`config.mk`:
```
export PLATFORM = sky130hd
export DESIGN_NAME = mdcc_clear_seq
export DESIGN_NICKNAME = d
export VERILOG_FILES = /design/src/rtl/mdcc_clear_seq.sv
export SDC_FILE = /design/constraint.sdc
export NUM_CORES = 1
export LEC_CHECK = 0
export BUFFER_PORTS_ARGS = -buffer_cell sky130_fd_sc_hd__buf_2
export CAP_MARGIN = 10
export CORE_AREA = 10 10 47 49
export DETAILED_ROUTE_END_ITERATION = 8
export DIE_AREA = 0 0 57 59
export MAX_ROUTING_LAYER = met4
export PLACE_DENSITY = 0.66
export SLEW_MARGIN = 20
export SYNTH_ARGS = -nofsm -noshare
export SYNTH_HDL_FRONTEND = slang
export SYNTH_SLANG_ARGS = --single-unit
export TNS_END_PERCENT = 50
```
`constraint.sdc`:
```
create_clock -name clk -period 1.6 [get_ports clk]
set_clock_uncertainty 0.2 [all_clocks]
set_input_delay 0 -clock clk [delete_from_list [all_inputs] [get_ports clk]]
set_output_delay 0 -clock clk [all_outputs]
set_load 0.05 [all_outputs]
```
`src/rtl/mdcc_clear_seq.sv`:
```
`timescale 1ns / 1ps
module mdcc_clear_seq #(
  parameter int ADDR_W = 11
) (
  input  logic              clk,
  input  logic              rst_n,
  input  logic              start,
  output logic              active,
  output logic [ADDR_W-1:0] row
);

  localparam logic [ADDR_W-1:0] LAST_ROW = '1;

  logic              active_r, active_nxt;
  logic [ADDR_W-1:0] row_r, row_nxt;

  always_comb begin
    active_nxt = active_r;
    row_nxt    = row_r;
    if (start) begin
      active_nxt = 1'b1;
      row_nxt    = '0;
    end else if (active_r) begin
      row_nxt = row_r + ADDR_W'(1);
      if (row_r == LAST_ROW) begin
        active_nxt = 1'b0;
      end
    end
  end

  always_ff @(posedge clk) begin
    if (!rst_n) begin
      active_r <= 1'b1;
      row_r    <= '0;
    end else begin
      active_r <= active_nxt;
      row_r    <= row_nxt;
    end
  end

  assign active = active_r;
  assign row    = row_r;

endmodule

```
# Word-level counts from Yosys, hierarchy flattened
# Cells that the tools add are included.
[totals]
in_bits = 3
out_inout_bits = 12
word_cells = 8
regBits = 12
[classes]
add_sub_neg = 1
bitwise = 1
mux = 2
n_reduce_logical = 1
n_eq_ne = 1
[ops]
columns = ["operator", "count"]
rows = [
  ["adder 11 x 1 -> 11 bit (second input constant)", 1],
  ["== test 11 bit (second input constant)", 1],
  ["two-way mux 1 bit", 2],
  ["OR reduction 2 bit", 1],
  ["inverter 1 bit", 1],
]

# Depth between registers and ports, before layout
# Gate-level depths: netlist of run 1.
[logic_depth]
depth_word = 3
mapped_depth = 4
depth_no_buf = 4

# Least setup slack after synthesis of run 1
# Ideal clock, no wire load.
[synth_timing]
kind = "register -> register"
startpoint = "register row_r[0] (netlist: row[0])"
endpoint = "register row_r[8] (netlist: row[8])"
arrival_time_ns = 1.736
required_ns = 1.330
setup_slack_ns = -0.406
setup_time_ns = 0.070
stages_incl_launch_ff = 5
path_buffers = 0
cell_sequence = "dfxtp_1 > ha_1 > nand3_1 > or4_1 > a21oi_1"
[synth_via]
elab_chain_cells = 1
[synth_rtl]
columns = ["element", "line", "text"]
rows = [
  ["start: declaration", "15", "logic [ADDR_W-1:0] row_r, row_nxt;"],
  ["start signal: assignment", "37", "row_r <= row_nxt;"],
  ["adder 11 x 1 -> 11 bit", "24", "row_nxt = row_r + ADDR_W'(1);"],
]
# Every way passes these cells.
# A chain may end at the register's enable or synchronous reset.

# Final worst setup path of run 1
[layout_timing]
startpoint = "register row_r[1] (netlist: row[1])"
endpoint = "register row_r[10] (netlist: row[10])"
# The elaborated chain is that of the path after synthesis.

==> results of run 1 <==
power groups by stage:
stage          Clock, W  Sequential (W)  Combinational (W)
5_1_grt        0.000272        0.000302          0.0000340
6_report       0.000243        0.000301          0.0000310
3_3_place_gp          0        0.000307          0.0000264
3_5_place_dp          0        0.000307          0.0000272
4_1_cts        0.000251        0.000300          0.0000313
2_1_floorplan         0        0.000315          0.0000105
registers in the layout (all words and copies together) (netlist names):
| signal | count |
|---|---|
| row | 11 |
| active | 1 |
layout make-up:
| class | instances | area [sq um] |
|---|---|---|
| Clock buffer | 4 | 36.3 |
| Fill cell | 146 | 686 |
| Multi-Input combinational cell | 46 | 305 |
| Sequential cell | 12 | 264 |
| Tap cell | 16 | 20.0 |
| Timing Repair Buffer | 16 | 90.1 |
worst paths after layout:
kind / end / cells past startpoint
max: row[10] / 4
min: row[2] / 3
max reg2reg: row[10] / 4
min reg2reg: row[7] / 2
layer usage:
metal  global-route usage (%)  up-vias
met5                        -        -
met2                     11.3       19
met4                     5.03        0
li1                         -      261
met1                     9.15      224
met3                     2.79        5
timing repair:
action	in CTS	in global routing
endpoints found under the hold margin	1	0
hold buffers	2	0
setup endpoints to repair	0	3
resized for setup	0	2
logic make-up after synthesis:
family | Yosys count | share of synthesized area [%]
simple gates | 27 | 28.0
compound gates | 14 | 15.6
flops | 12 | 45.5
xor+xnor | 3 | 4.98
buf+inv | 2 | 1.66
mux | 1 | 1.90
fa+ha+maj | 1 | 2.37
synthesized netlist by cell type (all sizes together):
master / count / area (sq um)
dfxtp: 12 / 240
nand2: 8 / 30.0
a21oi: 7 / 35.0
o31ai: 5 / 37.5
nand4: 4 / 31.3
nor2: 4 / 15.0
or4: 4 / 30.0
nand3: 2 / 10.0
o21ai: 2 / 10.0
or3: 2 / 12.5
xor2: 2 / 17.5
buf: 1 / 5.00
clkbuf: 1 / 3.75
ha: 1 / 12.5
mux2i: 1 / 10.0
nand2b: 1 / 6.26
nor2b: 1 / 6.26
or2: 1 / 6.26
xnor2: 1 / 8.76
critical path, stage by stage (launching register included):
cell     delay [ns]
dfxtp_4        0.39
ha_4           0.16
nand4_1        0.15
or4_1          0.42
a21oi_1        0.14
layout by cell type (no fill, tap or decap):
cell type	synthesis	layout
or2_2	1	1
or4_1	4	4
nor2b_1	1	1
a21oi_1	7	7
nor2_1	4	4
o21ai_0	2	2
nand4_1	3	3
mux2i_1	1	1
clkbuf_8	0	1
nand2b_1	1	1
dfxtp_4	0	4
dfxtp_1	12	1
clkbuf_4	0	3
dlygate4sd3_1	0	2
xor2_1	2	2
o31ai_1	5	5
nand3_1	2	1
dfxtp_2	0	7
xnor2_1	1	1
ha_4	0	1
or3_1	2	2
nand3_2	0	1
buf_2	1	14
nand4_4	0	1
nand2_1	8	8
through the flow:
stage	utilization, %	cell area [sq um]	setup slack (ns)	hold WS [ns]	total power [W]
final	51.1	716	0.0709	0.0481	0.000575
after global routing	51.1	716	0.0000180	0.0801	0.000607
after CTS	50.1	702	0.0157	0.0562	0.000582
after detailed placement	46.1	646	0.0317	-0.00282	0.000335
after global placement	46.1	646	0.0672	-0.0110	0.000333
after floorplan	-	571	-0.0292	-0.110	0.000326
==> impl_metrics.tcl, run 1 <==
set metrics [dict create \
    drive_gt1_share_pct 42.3 \
    p_leak_nw 0.258 \
    cts_max_level 1 \
    fp-row-count 14 \
    drv_slew 0 \
    drt_iter0_markers 19 \
    power.density_nw_per_um2 803 \
    tritoncts "done" \
    synth-seq-cells 12 \
    drv_cap 0 \
    clkSlewWorstSetupHoldPaths_ns 0.08 \
    critPathLaunchType "register" \
    netSwitchingFraction_pct 22.3 \
    p_comb_share_pct 5.4 \
    dr.pass1.iters 4 \
    cp.required_ns 1.60 \
    rsz0062_at_grt "no" \
    viasPerCell 5.41 \
    routed_wl_um 1250 \
    dr_wl_met3_um 87 \
    setup_viol 0 \
    ant_nets 0 \
    met1_length_um 624 \
    top_layer_used "met4" \
    fin_crit_ns 1.53 \
    path_max_fanout 4 \
    die_x_um 57 \
    ir_worst_vdd_v 0.000365 \
    fmax_ghz 0.654 \
    min_path_type "input port to register" \
    io_buffers 14 \
    gp_routability_congestion 0.741 \
    ys_warn_count 0 \
    clock_sinks 12 \
    drc 0 \
    final_cell_count_no_fill 94 \
    cts_buffers 3 \
    insertedDiodeCount 0 \
    routed-via-count 509 \
    avgSynthCellArea_sq_um 8.80 \
    cts_root_buffer "clkbuf_4" \
    clk_latency_ns 0.27 \
    track_usage_pct 7.90 \
    clockPowerShare_pct 42.3 \
    grt_start_max_net_pins 12 \
    wl_met2_um 512 \
    p_int_w 0.000446 \
    dp_cells 88 \
    grt_pass1_wl_um 2100 \
    areaGrowthSynthToFinish_pct 35.5 \
    rrSetupSlack_ns 0.07 \
    clock_path_buffers 2 \
    io_pins 15 \
    ys_seq_area_share_pct 45.5 \
    antenna_found_initial 0 \
    seqPwrFrac_pct 52.3 \
    grt-ovfl-total 0 \
    switchingPower_w 0.000128 \
    outcome "complete, no violations" \
    die_y_um 59 \
    slew_headroom_pct 70.9 \
    initial_core_util_pct 37.7 \
    core_area_sq_um 1400 \
    worst_pin_slew_ns 0.436 \
    critical_path_arrival_ns 1.53 \
    grt_pass1_vias 471 \
    nets 83 \
    finalHoldViolations 0 \
    crit_path_end_kind "register" \
    post_cts_buffers 0 \
    synthCells 60 \
    tns_ns 0 \
    hold_start "rst_n" \
    timing.rr.start "row[1]" \
    wl_per_cell_um 13.3 \
    crit_start "row[1]" \
    ys_types 20 \
    crit_type "register to register" \
    post-route-period-util_pct 95.6 \
    dieArea_sq_um 3360 \
    synth_area_sq_um 528 \
    synth_fp_nets 64 \
]
Power figures use the tool's default switching activity.
==> inputs of run 2 (changes only) <==
- ABC_AREA: not set -> 1
- CELL_PAD_IN_SITES_DETAIL_PLACEMENT: not set -> 1
- CELL_PAD_IN_SITES_GLOBAL_PLACEMENT: not set -> 1
- CORE_AREA: 10 10 47 49 -> not set
- CORE_ASPECT_RATIO: not set -> 1.1
- CORE_MARGIN: not set -> 10
- CORE_UTILIZATION: not set -> 30
- DIE_AREA: 0 0 57 59 -> not set
- PLACE_DENSITY: 0.66 -> not set
- PLACE_DENSITY_LB_ADDON: not set -> 0.1
==> run 2 against run 1 <==
Effect of this change:
- die area rose by 21%
- fmax increased by 13%
- final cell count is 31% higher
- core utilization fell by 10 points
- final area rose by 2.4%
- sequential power barely moved
- global-route usage up 1.4 points
- via count grew 15%
- clock-buffer cell count is the same
- largest cell class unchanged
==> impl_metrics.tcl, run 2 <==
set metrics [dict create \
    outcome "complete, no violations" \
    worst_pin_slew_ns 0.284 \
    die_y_um 65.9 \
    antenna_found_initial 0 \
    ys_types 17 \
    ir_worst_vdd_v 0.000381 \
    routed-via-count 586 \
    clock_sinks 12 \
    slew_headroom_pct 81.0 \
    yosysTopAreaCell "dfxtp_1" \
    clock_path_buffers 2 \
    dr.pass1.iters 4 \
    layout_commonest_cell "nand2_1" \
    areaGrowthSynthToFinish_pct 27.7 \
    ys_warn_count 0 \
    post-route-util_pct 40.7 \
    dieArea_sq_um 4070 \
    crit_path_end_kind "register" \
    ys_top_cells_by_area "dfxtp_1 (42%), nand2_1 (14%), nor2_1 (9.8%)" \
    setup_viol 0 \
    grt_pass1_vias 626 \
    gp_routability_congestion 0.729 \
    clkSlewWorstSetupHoldPaths_ns 0.09 \
    cts_buffers 3 \
    ys.flop_type "dfxtp_1" \
    ys_seq_area_share_pct 41.8 \
    finalHoldViolations 0 \
    fillCellCount 243 \
    critPathLaunchType "register" \
    multi_input_area_sq_um 289 \
    drive_gt1_share_pct 24.8 \
    synthCells 84 \
    fmax_ghz 0.737 \
    hold_ws_ns 0.268 \
    synth_area_sq_um 574 \
    final_cell_mix "nand2_1 (21), nor2_1 (15), buf_2 (14)" \
    p_total_w 0.000594 \
    core_area_sq_um 1800 \
    track_usage_pct 9.32 \
    final-seq-area_sq_um 243 \
    tns_ns 0 \
    p_leak_nw 0.358 \
    min_path_type "register to register" \
    die_x_um 61.7 \
    synth.most_common_cell "nand2_1" \
    fin_crit_ns 1.36 \
    routed_wl_um 1510 \
    insertedDiodeCount 0 \
    synth_fp_nets 88 \
    nets 110 \
    grt_pass1_wl_um 2780 \
    clk_latency_ns 0.28 \
    viasPerCell 4.76 \
    cts_max_level 1 \
    crit_type "register to register" \
    drc 0 \
    synth-seq-cells 12 \
    post_cts_buffers 0 \
    io_pins 15 \
    wl_per_cell_um 12.2 \
    path_max_fanout 7 \
    drv_cap 0 \
    synth_common_cells "nand2_1 (21), nor2_1 (15), dfxtp_1 (12)" \
    drv_slew 0 \
    io_buffers 14 \
    avgSynthCellArea_sq_um 6.84 \
    rsz0062_at_grt "no" \
    dp_hpwl_um 1160 \
    async_flop_share_pct 0 \
    synth-edff-count 0 \
    cp.required_ns 1.58 \
    drt_iter0_markers 9 \
    ant_nets 0 \
    cts_root_buffer "clkbuf_4" \
    grt_start_max_net_pins 12 \
    power.density_nw_per_um2 810 \
    grt-ovfl-total 0 \
    tritoncts "done" \
    critical_path_arrival_ns 1.33 \
    post-route-period-util_pct 84.8 \
    fp-row-count 16 \
    largest_reg_flops 11 \
    initial_core_util_pct 31.9 \
    yosys.area.top_type_share_pct 41.8 \
]
==> run 2: cells by family after synthesis <==
| group | Yosys count | synth area share, % |
|---|---|---|
| AO/OA/AOI/OAI | 10 | 9.15 |
| adder cells (fa/ha/maj) | 1 | 2.18 |
| buffers and inverters | 11 | 7.84 |
| flip-flops | 12 | 41.8 |
| AND/OR/NAND/NOR | 50 | 39.0 |
==> run 2: repair_timing <==
action	4_1_cts	5_1_grt
endpoints found under the hold margin	11	0
hold buffers	2	0
endpoints found under the setup margin	0	0
resized for setup	0	0
==> run 2: final timing paths <==
kind	start	endpoint	slack (ns)	depth (start not counted)
setup / recovery	row[0]	row[8]	0.24	6
hold / removal	row[0]	row[0]	0.27	1
setup reg to reg	row[0]	row[8]	0.24	6
hold reg to reg	row[0]	row[0]	0.27	1
==> run 2: critical path: stages, from the launching register on <==
cell     delay [ns]
dfxtp_2        0.36
ha_1           0.19
nand2_2        0.09
nor2_4         0.18
nand2_1        0.09
nor2_1         0.10
nor2_1         0.05
==> run 2: layout make-up <==
class	count	area share [%]
clock buffer	4	4.95
inverter	10	5.12
multi-input combinational	61	39.4
sequential	12	33.1
tap	18	3.07
timing repair buffer	18	14.3
==> run 2: stage by stage <==
step	setup slack, ns	instances	instance area [sq um]
3_5_place_dp	0.248	117	677
3_3_place_gp	0.270	117	677
5_1_grt	0.0373	123	733
6_report	0.243	123	733
4_1_cts	0.224	123	733
2_1_floorplan	0.0122	84	577
==> run 2: per-layer routing <==
metal | routed length, um | vias up | GRT usage (%)
li1 | - | 306 | -
met1 | 748 | 270 | 12.1
met2 | 693 | 8 | 12.3
met3 | 54 | 2 | 2.88
met4 | 9 | 0 | 5.03
met5 | 0 | - | -
==> run 2: power by group <==
| part | switching [W] | internal [W] | leakage, nW |
|---|---|---|---|
| sequential | 0.00000261 | 0.000301 | 0.0977 |
| clock | 0.000117 | 0.000138 | 0.0210 |
| combinational | 0.0000211 | 0.0000135 | 0.239 |
